$ cat src/rtl/core/hdt_pkg.sv
`timescale 1ns / 1ps

package hdt_pkg;

   // coordinate and iteration settings
   localparam int COORD_WIDTH  = 16;
   localparam int CORDIC_STEPS = 18;

   // difference vector and its magnitude
   localparam int DIFF_W = COORD_WIDTH + 1;
   localparam int ABS_W  = COORD_WIDTH;

   // cordic datapath
   localparam int GUARD      = 24;
   localparam int XY_W       = COORD_WIDTH + GUARD + 4;
   localparam int EXT_W      = XY_W - DIFF_W - GUARD;
   localparam int Z_W        = 30;
   localparam int DEG90      = 94371840;
   localparam int ROUND_HALF = 2048;
   localparam int HEAD_SHIFT = 12;

   // result fields
   localparam int HEAD_W   = 17;
   localparam int DIST_W   = 17;
   localparam int HEAD_MAX = 46080;
   localparam int DIST_MAX = (2 ** DIST_W) - 1;

   // distance: squares, radicand and digit-by-digit root
   localparam int SQ_W   = DIST_W;
   localparam int SUM_W  = 2 * SQ_W + 1;
   localparam int ROOT_W = (SUM_W + 1) / 2;
   localparam int RAD_W  = 2 * ROOT_W;
   localparam int REM_W  = ROOT_W + 3;

   // shared iteration counter
   localparam int ITER_N = (CORDIC_STEPS > ROOT_W) ? CORDIC_STEPS : ROOT_W;
   localparam int CNT_W  = $clog2(ITER_N);

   // controller to datapath commands
   typedef struct packed {
      logic             load;
      logic             sq_x;
      logic             sq_y;
      logic             sum;
      logic             iter;
      logic             finish;
      logic [CNT_W-1:0] cnt;
   } dp_cmd_type;

   // atan(2^-i) in 2^-20 degree
   function automatic logic signed [Z_W-1:0] atan_angle(input logic [4:0] idx);
      logic signed [Z_W-1:0] a;
      case (idx)
         5'd0:  a = Z_W'(47185920);
         5'd1:  a = Z_W'(27855475);
         5'd2:  a = Z_W'(14718068);
         5'd3:  a = Z_W'(7471121);
         5'd4:  a = Z_W'(3750058);
         5'd5:  a = Z_W'(1876857);
         5'd6:  a = Z_W'(938658);
         5'd7:  a = Z_W'(469357);
         5'd8:  a = Z_W'(234682);
         5'd9:  a = Z_W'(117342);
         5'd10: a = Z_W'(58671);
         5'd11: a = Z_W'(29335);
         5'd12: a = Z_W'(14668);
         5'd13: a = Z_W'(7334);
         5'd14: a = Z_W'(3667);
         5'd15: a = Z_W'(1833);
         5'd16: a = Z_W'(917);
         5'd17: a = Z_W'(458);
         5'd18: a = Z_W'(229);
         5'd19: a = Z_W'(115);
         5'd20: a = Z_W'(57);
         5'd21: a = Z_W'(29);
         5'd22: a = Z_W'(14);
         5'd23: a = Z_W'(7);
         5'd24: a = Z_W'(4);
         5'd25: a = Z_W'(2);
         5'd26: a = Z_W'(1);
         default: a = '0;
      endcase
      return a;
   endfunction

endpackage

$ cat src/rtl/core/hdt_ctrl.sv
`timescale 1ns / 1ps

module hdt_ctrl
   import hdt_pkg::*;
(
   input  logic       clock,
   input  logic       reset,
   input  logic       req_valid,
   output logic       req_ready,
   output logic       rsp_valid,
   input  logic       rsp_ready,
   output dp_cmd_type cmd
);

   typedef enum logic [5:0] {
      ST_IDLE = 6'b000001,
      ST_SQX  = 6'b000010,
      ST_SQY  = 6'b000100,
      ST_SUM  = 6'b001000,
      ST_ITER = 6'b010000,
      ST_FIN  = 6'b100000
   } hdt_state_type;

   hdt_state_type    state_ff, state_in;
   logic [CNT_W-1:0] cnt_ff, cnt_in;
   logic             rsp_valid_ff, rsp_valid_in;
   logic             out_free;

   assign out_free  = !rsp_valid_ff || rsp_ready;
   assign req_ready = (state_ff == ST_IDLE);
   assign rsp_valid = rsp_valid_ff;

   always_comb begin
      state_in     = state_ff;
      cnt_in       = cnt_ff;
      rsp_valid_in = rsp_valid_ff && !rsp_ready;
      cmd          = '0;
      cmd.cnt      = cnt_ff;
      case (state_ff)
         ST_IDLE: begin
            cmd.load = req_valid;
            if (req_valid) begin
               state_in = ST_SQX;
            end
         end
         ST_SQX: begin
            cmd.sq_x = 1'b1;
            state_in = ST_SQY;
         end
         ST_SQY: begin
            cmd.sq_y = 1'b1;
            state_in = ST_SUM;
         end
         ST_SUM: begin
            cmd.sum  = 1'b1;
            cnt_in   = '0;
            state_in = ST_ITER;
         end
         ST_ITER: begin
            cmd.iter = 1'b1;
            cnt_in   = cnt_ff + 1'b1;
            if (cnt_ff == CNT_W'(ITER_N - 1)) begin
               state_in = ST_FIN;
            end
         end
         ST_FIN: begin
            if (out_free) begin
               cmd.finish   = 1'b1;
               rsp_valid_in = 1'b1;
               state_in     = ST_IDLE;
            end
         end
         default: begin
            state_in = ST_IDLE;
         end
      endcase
   end

   always_ff @(posedge clock) begin
      if (reset) begin
         state_ff     <= ST_IDLE;
         cnt_ff       <= '0;
         rsp_valid_ff <= 1'b0;
      end else begin
         state_ff     <= state_in;
         cnt_ff       <= cnt_in;
         rsp_valid_ff <= rsp_valid_in;
      end
   end

endmodule

$ cat src/rtl/core/hdt_datapath.sv
`timescale 1ns / 1ps

module hdt_datapath
   import hdt_pkg::*;
(
   input  logic                          clock,
   input  logic                          reset,
   input  dp_cmd_type                    cmd,
   input  logic signed [COORD_WIDTH-1:0] req_target_x,
   input  logic signed [COORD_WIDTH-1:0] req_target_y,
   input  logic signed [COORD_WIDTH-1:0] req_current_x,
   input  logic signed [COORD_WIDTH-1:0] req_current_y,
   output logic signed [HEAD_W-1:0]      rsp_heading,
   output logic        [DIST_W-1:0]      rsp_distance,
   output logic                          rsp_heading_held
);

   // load stage
   logic signed [DIFF_W-1:0] dx_in, dy_in, ndx, ndy, px, py;
   logic signed [Z_W-1:0]    pz;
   logic [DIFF_W-1:0]        ax_wide, ay_wide;

   // magnitudes and squares
   logic [ABS_W-1:0] ax_ff, ay_ff;
   logic             big_ff, zero_ff;
   logic [2*SQ_W-1:0] sqx_ff, sqy_ff;

   // cordic
   logic signed [XY_W-1:0] x_ff, y_ff, xs, ys;
   logic signed [Z_W-1:0]  z_ff, ang;
   logic                   cordic_en;

   // square root
   logic [RAD_W-1:0]  rad_ff;
   logic [ROOT_W-1:0] root_ff;
   logic [REM_W-1:0]  rem_ff, rem_cat, trial;
   logic              sqrt_en;

   // finish
   logic signed [Z_W-1:0] z_rnd, h_wide, h_clamp;
   logic [ROOT_W:0]       dist_wide;
   logic [DIST_W-1:0]     dist_sat;

   logic signed [HEAD_W-1:0] last_heading_ff;
   logic signed [HEAD_W-1:0] rsp_heading_ff;
   logic [DIST_W-1:0]        rsp_distance_ff;
   logic                     rsp_heading_held_ff;

   assign rsp_heading      = rsp_heading_ff;
   assign rsp_distance     = rsp_distance_ff;
   assign rsp_heading_held = rsp_heading_held_ff;

   // difference vector and rotation into the right half plane
   always_comb begin
      dx_in   = DIFF_W'(req_target_x) - DIFF_W'(req_current_x);
      dy_in   = DIFF_W'(req_target_y) - DIFF_W'(req_current_y);
      ndx     = -dx_in;
      ndy     = -dy_in;
      ax_wide = dx_in[DIFF_W-1] ? ndx : dx_in;
      ay_wide = dy_in[DIFF_W-1] ? ndy : dy_in;
      if (!dx_in[DIFF_W-1]) begin
         px = dx_in;
         py = dy_in;
         pz = '0;
      end else if (!dy_in[DIFF_W-1]) begin
         px = dy_in;
         py = ndx;
         pz = Z_W'(DEG90);
      end else begin
         px = ndy;
         py = dx_in;
         pz = -Z_W'(DEG90);
      end
   end

   // one cordic micro-rotation per cycle
   assign cordic_en = cmd.iter && (cmd.cnt < CORDIC_STEPS);
   assign xs        = x_ff >>> cmd.cnt;
   assign ys        = y_ff >>> cmd.cnt;
   assign ang       = atan_angle(5'(cmd.cnt));

   // one root bit per cycle
   assign sqrt_en = cmd.iter && (cmd.cnt < ROOT_W);
   assign rem_cat = {rem_ff[REM_W-3:0], rad_ff[RAD_W-1 -: 2]};
   assign trial   = REM_W'({root_ff, 2'b01});

   always_comb begin
      z_rnd   = z_ff + Z_W'(ROUND_HALF);
      h_wide  = z_rnd >>> HEAD_SHIFT;
      h_clamp = h_wide;
      if (h_wide > Z_W'(HEAD_MAX)) begin
         h_clamp = Z_W'(HEAD_MAX);
      end else if (h_wide < -Z_W'(HEAD_MAX)) begin
         h_clamp = -Z_W'(HEAD_MAX);
      end
      // round to nearest: remainder above root means past the half point
      dist_wide = (ROOT_W + 1)'(root_ff) + (ROOT_W + 1)'(rem_ff > REM_W'(root_ff));
      if (big_ff || dist_wide > (ROOT_W + 1)'(DIST_MAX)) begin
         dist_sat = DIST_W'(DIST_MAX);
      end else begin
         dist_sat = dist_wide[DIST_W-1:0];
      end
   end

   always_ff @(posedge clock) begin
      if (cmd.load) begin
         ax_ff   <= ax_wide[ABS_W-1:0];
         ay_ff   <= ay_wide[ABS_W-1:0];
         zero_ff <= (dx_in == '0) && (dy_in == '0);
         x_ff    <= {{EXT_W{px[DIFF_W-1]}}, px, {GUARD{1'b0}}};
         y_ff    <= {{EXT_W{py[DIFF_W-1]}}, py, {GUARD{1'b0}}};
         z_ff    <= pz;
      end else if (cordic_en) begin
         if (!y_ff[XY_W-1]) begin
            x_ff <= x_ff + ys;
            y_ff <= y_ff - xs;
            z_ff <= z_ff + ang;
         end else begin
            x_ff <= x_ff - ys;
            y_ff <= y_ff + xs;
            z_ff <= z_ff - ang;
         end
      end
      if (cmd.sq_x) begin
         sqx_ff <= SQ_W'(ax_ff) * SQ_W'(ax_ff);
         big_ff <= (({1'b0, ax_ff} >> SQ_W) != '0) || (({1'b0, ay_ff} >> SQ_W) != '0);
      end
      if (cmd.sq_y) begin
         sqy_ff <= SQ_W'(ay_ff) * SQ_W'(ay_ff);
      end
      if (cmd.sum) begin
         rad_ff  <= RAD_W'(sqx_ff) + RAD_W'(sqy_ff);
         rem_ff  <= '0;
         root_ff <= '0;
      end else if (sqrt_en) begin
         rad_ff <= rad_ff << 2;
         if (rem_cat >= trial) begin
            rem_ff  <= rem_cat - trial;
            root_ff <= {root_ff[ROOT_W-2:0], 1'b1};
         end else begin
            rem_ff  <= rem_cat;
            root_ff <= {root_ff[ROOT_W-2:0], 1'b0};
         end
      end
      if (cmd.finish) begin
         rsp_heading_held_ff <= zero_ff;
         rsp_heading_ff      <= zero_ff ? last_heading_ff : h_clamp[HEAD_W-1:0];
         rsp_distance_ff     <= zero_ff ? '0 : dist_sat;
      end
   end

   always_ff @(posedge clock) begin
      if (reset) begin
         last_heading_ff <= '0;
      end else if (cmd.finish && !zero_ff) begin
         last_heading_ff <= h_clamp[HEAD_W-1:0];
      end
   end

endmodule

$ cat src/rtl/core/heading_and_distance_to_target_top.sv
`timescale 1ns / 1ps
// one word in flight: a word is taken only in idle, after the shared 18-step loop
// (cordic + root) and the finish step; a result still unread at finish holds the controller
// until taken
// a finished result waits in the output register while the next word is taken
// reset: synchronous, active high; clears the controller and the held heading to 0
module heading_and_distance_to_target_top
   import hdt_pkg::*;
(
   input  logic                          clock,
   input  logic                          reset,
   // input word
   input  logic                          req_valid,
   output logic                          req_ready,
   input  logic signed [COORD_WIDTH-1:0] req_target_x,
   input  logic signed [COORD_WIDTH-1:0] req_target_y,
   input  logic signed [COORD_WIDTH-1:0] req_current_x,
   input  logic signed [COORD_WIDTH-1:0] req_current_y,
   // result word
   output logic                          rsp_valid,
   input  logic                          rsp_ready,
   output logic signed [HEAD_W-1:0]      rsp_heading,
   output logic        [DIST_W-1:0]      rsp_distance,
   output logic                          rsp_heading_held
);

   // command bundle from sequencer to datapath
   dp_cmd_type cmd;

   // sequencer: load, squaring of x and of y, radicand sum, iteration loop, finish
   hdt_ctrl u_ctrl (
      .clock     (clock),
      .reset     (reset),
      .req_valid (req_valid),
      .req_ready (req_ready),
      .rsp_valid (rsp_valid),
      .rsp_ready (rsp_ready),
      .cmd       (cmd)
   );

   // datapath: difference vector, vectoring cordic for the heading,
   // digit-by-digit square root for the distance, output register
   hdt_datapath u_datapath (
      .clock            (clock),
      .reset            (reset),
      .cmd              (cmd),
      .req_target_x     (req_target_x),
      .req_target_y     (req_target_y),
      .req_current_x    (req_current_x),
      .req_current_y    (req_current_y),
      .rsp_heading      (rsp_heading),
      .rsp_distance     (rsp_distance),
      .rsp_heading_held (rsp_heading_held)
   );

   // coinciding positions always report zero distance
   a_held_zero_dist: assert property (@(posedge clock) disable iff (reset)
      rsp_valid && rsp_heading_held |-> rsp_distance == '0)
      else $error("held heading with nonzero distance");

   // heading stays within the half-turn clamp
   a_heading_range: assert property (@(posedge clock) disable iff (reset)
      rsp_valid |-> (rsp_heading <= HEAD_W'(HEAD_MAX)) && (rsp_heading >= -HEAD_W'(HEAD_MAX)))
      else $error("heading outside clamp range");

   // one word at a time: taking a word closes the input
   a_one_in_flight: assert property (@(posedge clock) disable iff (reset)
      req_valid && req_ready |=> !req_ready)
      else $error("input reopened right after accepting a word");

   // a new result is never loaded over one still waiting
   a_no_overwrite: assert property (@(posedge clock) disable iff (reset)
      rsp_valid && !rsp_ready |=> rsp_valid && $stable(rsp_heading) && $stable(rsp_distance))
      else $error("pending result overwritten");

endmodule

$ cat config.mk
export PLATFORM = sky130hd
export DESIGN_NAME = heading_and_distance_to_target_top
export DESIGN_NICKNAME = d
export VERILOG_FILES = /design/src/rtl/core/hdt_pkg.sv /design/src/rtl/core/hdt_ctrl.sv /design/src/rtl/core/hdt_datapath.sv /design/src/rtl/core/heading_and_distance_to_target_top.sv
export SDC_FILE = /design/constraint.sdc
export NUM_CORES = 2
export LEC_CHECK = 0
export ABC_AREA = 1
export BUFFER_PORTS_ARGS = -buffer_cell sky130_fd_sc_hd__buf_2
export CORE_MARGIN = 2
export CORE_UTILIZATION = 60
export DETAILED_ROUTE_END_ITERATION = 6
export PLACE_DENSITY = 0.85
export SLEW_MARGIN = 20
export SYNTH_ARGS = -nofsm -noshare
export SYNTH_HDL_FRONTEND = slang
export SYNTH_HIERARCHICAL = 1
export SYNTH_SLANG_ARGS = --single-unit
$ cat constraint.sdc
create_clock -name clock -period 6.15 [get_ports clock]
set_clock_uncertainty 0.05 [all_clocks]
set_input_delay 0.9225 -clock clock [delete_from_list [all_inputs] [get_ports clock]]
set_output_delay 0.9225 -clock clock [all_outputs]
set_load 0.03 [all_outputs]
# ---- After elaboration in Yosys (flattened, before gate mapping)
# Memory sizes are Yosys's and may differ from the RTL's. A register that Yosys moved wholly into a read port is not among the register bits.
# Cells that the tools add are included.
dict set report totals {
  regBits 354
  latchBits 0
  ram_bits 0
  mem_bits_ro 832
  out_inout_bits 37
  elab_cells 110
  n_memories 1
}
dict set report classes {
  add_sub_neg 15
  mul 2
  div 0
  magnitude_cmp 6
  n_eq_ne 10
  n_shift 2
  n_mux 40
  n_bitwise 0
  reduce_logical 14
}
# memory words word_bits read_ports rd_ports_with_merged_regs wr line
set mem_list {}
lappend mem_list {{(no name shown)} 32 26 1 1 0 hdt_pkg.sv:53} ;# case (idx)
# op n
set ops {}
lappend ops {{44-bit two-way mux} 6}
lappend ops {{30-bit two-way mux} 5}
lappend ops {{17-bit two-way mux} 8}
lappend ops {{44-bit adder} 2}
lappend ops {{44-bit by 5-bit >>> shifter with 44-bit output} 2}
lappend ops {{44-bit subtractor} 2}
lappend ops {{36-bit two-way mux} 2}
lappend ops {{16-bit by 16-bit multiplier with 32-bit output} 2}
lappend ops {{6-bit one-hot mux with 6 select lines} 1}
lappend ops {{17-bit zero test} 2}
lappend ops {{17-bit negation} 2}
lappend ops {{16-bit by 16-bit subtractor with 17-bit output} 2}
lappend ops {{32-bit by 32-bit adder with 33-bit output} 1}
lappend ops {{30-bit by 13-bit adder with 30-bit output (second input constant)} 1}
lappend ops {{30-bit adder} 1}
lappend ops {{30-bit subtractor} 1}
lappend ops {{21-bit by 20-bit >= comparator with 1-bit output} 1}
lappend ops {{21-bit by 18-bit > comparator with 1-bit output} 1}
lappend ops {{21-bit two-way mux} 1}
lappend ops {{21-bit by 20-bit subtractor with 21-bit output} 1}
lappend ops {{18-bit by 1-bit adder with 19-bit output} 1}
lappend ops {{19-bit by 17-bit > comparator with 1-bit output (second input constant)} 1}
lappend ops {{18-bit by 17-bit > comparator with 1-bit output (second input constant)} 1}
lappend ops {{18-bit by 17-bit < comparator with 1-bit output (second input constant)} 1}
lappend ops {{21 further kinds} 41}

# ---- Logic depth before layout (Yosys ltp)
dict set report depth {
  word_depth 5
  depth_mapped 38
}

# ---- Hierarchy
# Netlist, hierarchy kept.
# module instances cells_each area_per_inst_um2 seq_area_each_um2
set modules_own_cells {}
lappend modules_own_cells {hdt_datapath 1 7166 49048.3 9168.8}
lappend modules_own_cells {hdt_ctrl 1 96 685.7 240.2}

# ---- Worst setup path before layout
# Ideal clock, no wire load.
dict set report synth_timing {
  path_type {register -> register}
  from {register u_datapath.ax_ff[4]}
  to {register u_datapath.sqx_ff[24] (data pin)}
  arrival_ps 5709
  required_ps 5840
  setup_slack_ps 131
  path_stages_with_launch 23
  path_buffers 2
  period_less_slack_ps 6019
  cell_sequence {edfxtp_1 clkbuf_1 clkbuf_1 nand2_1 fa_1 fa_1 inv_1 fa_1 fa_1 fa_1 inv_1 fa_1 inv_1 ha_1 a21oi_1 o21ai_0 a21oi_1 inv_1 a31oi_1 o21ai_0 nand2_1 nand2_1 xor2_1}
}
dict set report synth_between {
  elab_chain_cells 1
}
# item line
set synth_lines {}
lappend synth_lines {{start: declaration} hdt_datapath.sv:24} ;# logic [ABS_W-1:0] ax_ff, ay_ff;
lappend synth_lines {{start signal: assignment} hdt_datapath.sv:107} ;# ax_ff <= ax_wide[ABS_W-1:0];
lappend synth_lines {{16-bit by 16-bit multiplier with 32-bit output} hdt_datapath.sv:125} ;# sqx_ff <= SQ_W'(ax_ff) * SQ_W'(ax_ff);
lappend synth_lines {{end signal: assignment} hdt_datapath.sv:125}
lappend synth_lines {{end: declaration} hdt_datapath.sv:26} ;# logic [2*SQ_W-1:0] sqx_ff, sqy_ff;
# No other way between the ends.
# A chain may end at the register's enable or synchronous reset.

# ---- Final worst setup path
dict set report layout_timing {
  from {register u_datapath.ax_ff[8]}
  to {register u_datapath.sqx_ff[27] (data pin)}
}
# Same word-level chain as after synthesis.

==> impl_metrics.env <==
export IMPL_die_area_sq_mm=0.0852
export IMPL_clk_pin_slew_ps=60
export IMPL_wl_met1_microns=61500
export IMPL_synthFlopType="edfxtp_1"
export IMPL_crit_type="reg2reg"
export IMPL_layout_nets=8111
export IMPL_relSlewSlack=0.275
export IMPL_synth_seq_area_share=0.189
export IMPL_synth_seq_cells=352
export IMPL_finalHoldViolCount=0
export IMPL_die_x_microns=292
export IMPL_cts_sinks=352
export IMPL_htreeDepth=2
export IMPL_clk_latency_ps=630
export IMPL_ys_warn_count=6
export IMPL_gp_congestion=1.04
export IMPL_track_usage=0.358
export IMPL_antenna_found_initial=2
export IMPL_status="complete, no violations"
export IMPL_first_pass_iters=7
export IMPL_cp_required_ps=6470
export IMPL_clock_path_buffers=3
export IMPL_coreArea_sq_mm=0.0821
export IMPL_setup_viol=0
export IMPL_tightest_slew_ps=1090
export IMPL_synth_distinct_cells=70
export IMPL_diodes=0
export IMPL_critPathLaunchType="flop"
export IMPL_overflow=0
export IMPL_grt_pass1_wl_microns=246000
export IMPL_maxSlewViolCount=0
export IMPL_drtIter0Drc=5015
export IMPL_min_path_type="reg2reg"
export IMPL_die_height_microns=292
export IMPL_drc=0
export IMPL_cp_arrival_ps=6270
export IMPL_antenna_left=0
export IMPL_period_share=0.966
export IMPL_fmax_ghz=0.168
export IMPL_synth_nets=8080
export IMPL_syn_to_final_growth_pct=6.65
export IMPL_endpoint_kind="flop"
export IMPL_met3_length_microns=12100
export IMPL_ctsRootBufferMaster="clkbuf_16"
export IMPL_wl_per_cell_microns=18.4
export IMPL_top_layer_used="met5"
export IMPL_vias=49300
export IMPL_ios=105
export IMPL_min_period_ps=5940
export IMPL_grt_max_degree=104
export IMPL_grt_pass1_vias=47700
export IMPL_maxCapViolations=0
export IMPL_numCtsBuffers=43
export IMPL_synth_edff_count=236
export IMPL_route_met2_wl_microns=72200
export IMPL_drt_wl_total_microns=155000
export IMPL_drive_gt1_frac=0.0673
export IMPL_hpwlAfterDp_microns=125000
export IMPL_ys_async_sr_fraction=0
export IMPL_syn_avg_cell_area_sq_um=6.85
export IMPL_syn_instance_count=7262
export IMPL_tns_ps=0
export IMPL_fp_row_count=105
export IMPL_rsz0062_at_grt="true"
export IMPL_initial_core_util=0.606
export IMPL_cts_tree="done"
export IMPL_syn_cell_area_sq_mm=0.0497
export IMPL_crit_path_max_fanout=7
export IMPL_via_per_inst=5.87
export IMPL_io_buffers=104
## routing by layer
layer | vias to the layer above | track usage
met1 | 23100 | 0.452
met3 | 461 | 0.0435
li1 | 23500 | -
met5 | - | 0
met2 | 2235 | 0.605
met4 | 2 | 0.182
## cell families (layout without fill, tap and decap cells)
family                   Yosys count  after routing  share of synthesized area
AND/OR/NAND/NOR                 3364           3364                      0.287
buffers and inverters           1437           1503                      0.112
AO/OA/AOI/OAI                   1067           1067                      0.121
adder cells (fa/ha/maj)          750            750                      0.239
flip-flops                       352            352                      0.189
XOR/XNOR                         291            291                     0.0514
multiplexers                       1              1                   0.000226
## per-stage QoR
step / cells / hold WS [ps] / setup WS, ps / utilization / area [sq um]
6_report: 8398 / 460 / 207 / 0.646 / 53000
4_1_cts: 8374 / 456 / 40.2 / 0.643 / 52800
2_1_floorplan: 7262 / 374 / 131 / - / 49700
3_5_place_dp: 8294 / 435 / 40.2 / 0.625 / 51300
3_3_place_gp: 8294 / 413 / 160 / 0.625 / 51300
5_1_grt: 8398 / 480 / -60.5 / 0.646 / 53000
## cell usage after synthesis (9+ instances only)
master	instances	area, sq um
o22ai_1	31	194
xor2_1	195	1710
nor2_2	23	144
buf_4	9	67.6
clkbuf_1	130	488
buf_6	10	113
nand3b_1	17	128
nand4_1	66	413
o211ai_1	37	278
o21ai_0	345	1730
nor3_1	53	265
o221ai_1	9	78.8
a21boi_0	15	113
inv_2	47	176
o21ai_1	47	235
a21oi_1	394	1970
dfxtp_1	116	2320
nor2_1	509	1910
o31ai_1	11	82.6
o21a_1	22	165
or2_2	23	144
o21bai_1	20	150
buf_1	28	105
nor4_1	22	138
a21o_1	28	210
buf_2	59	295
fa_1	332	6650
nand3_1	706	3530
edfxtp_1	236	7090
ha_1	418	5230
nand3_2	12	120
inv_1	1151	4320
nand2_2	31	194
a31oi_1	54	338
nand2_1	1874	7030
xnor2_1	95	832
## state kept, by name, summed over array words and instances, names as in the netlist
signal	cells
u_datapath/rsp_distance	17
u_datapath/rsp_heading	17
u_datapath/ay_ff	16
u_datapath/zero_ff	1
u_datapath/rsp_heading_held	1
u_datapath/root_ff	18
u_datapath/x_ff	44
u_datapath/rad_ff	36
u_ctrl/rsp_valid	1
u_ctrl/cnt_ff	5
u_ctrl/state_ff	6
u_datapath/ax_ff	16
u_datapath/sqy_ff	31
u_datapath/z_ff	30
u_datapath/sqx_ff	31
u_datapath/y_ff	44
u_datapath/last_heading_ff	17
u_datapath/rem_ff	21
## critical path, cell delays in order, from the launching register on
cell and delay, ps:
edfxtp_1 530, nand2_2 140, inv_1 60, fa_1 510, inv_1 60, fa_1 530, inv_1 60, fa_1 530
fa_1 440, fa_1 550, inv_1 70, fa_1 540, inv_1 40, ha_1 360, a21oi_2 190, inv_1 70
a21oi_2 150, inv_1 90, nand2_1 60, nand2_1 90, a21oi_2 210, o21ai_1 120, nand2_1 100, nand2_1 60
nand2_1 60, nand2_1 40
## area by class of cell
cell class,count,area (sq um)
Multi-Input combinational cell,5473,34800
Tap cell,1070,1340
Inverter,1201,4510
Timing Repair Buffer,222,1470
Clock inverter,26,293
Clock buffer,54,1180
Sequential cell,352,9420
Fill cell,7235,29100
## cell usage in the layout, fill, tap and decap left out, types with 53 or more instances in the layout
cell type and count:
o21ai_0 339, nand2_1 1871, ha_1 418, buf_2 104
nand3_1 706, dfxtp_1 111, edfxtp_1 236, fa_1 332
inv_1 1146, nor3_1 53, nand4_1 66, buf_4 112
xor2_1 195, nor2_1 505, a31oi_1 53, a21oi_1 385
xnor2_1 95
## path summary, 6_finish.rpt
| path | from | endpoint | slack (ps) | cells past startpoint |
|---|---|---|---|---|
| setup / recovery | u_datapath/ax_ff[8]$_DFFE_PP_ | u_datapath/sqx_ff[27]$_DFFE_PP_ | 210 | 25 |
| hold / removal | u_datapath/rem_ff[0]$_SDFFE_PP0P_ | u_datapath/rem_ff[2]$_SDFFE_PP0P_ | 460 | 2 |
| setup reg to reg | u_datapath/ax_ff[8]$_DFFE_PP_ | u_datapath/sqx_ff[27]$_DFFE_PP_ | 210 | 25 |
| hold reg to reg | u_datapath/rem_ff[0]$_SDFFE_PP0P_ | u_datapath/rem_ff[2]$_SDFFE_PP0P_ | 460 | 2 |
## what timing repair did
item                                    in CTS  in global routing
gates resized for setup                      0                 23
hold buffers                                 0                  0
endpoints found under the setup margin       0                 18
setup buffers                                0                 24
Power is left out: the tool's default activity adds up to more than one toggle a clock period on the data nets, which glitch-free logic cannot reach.
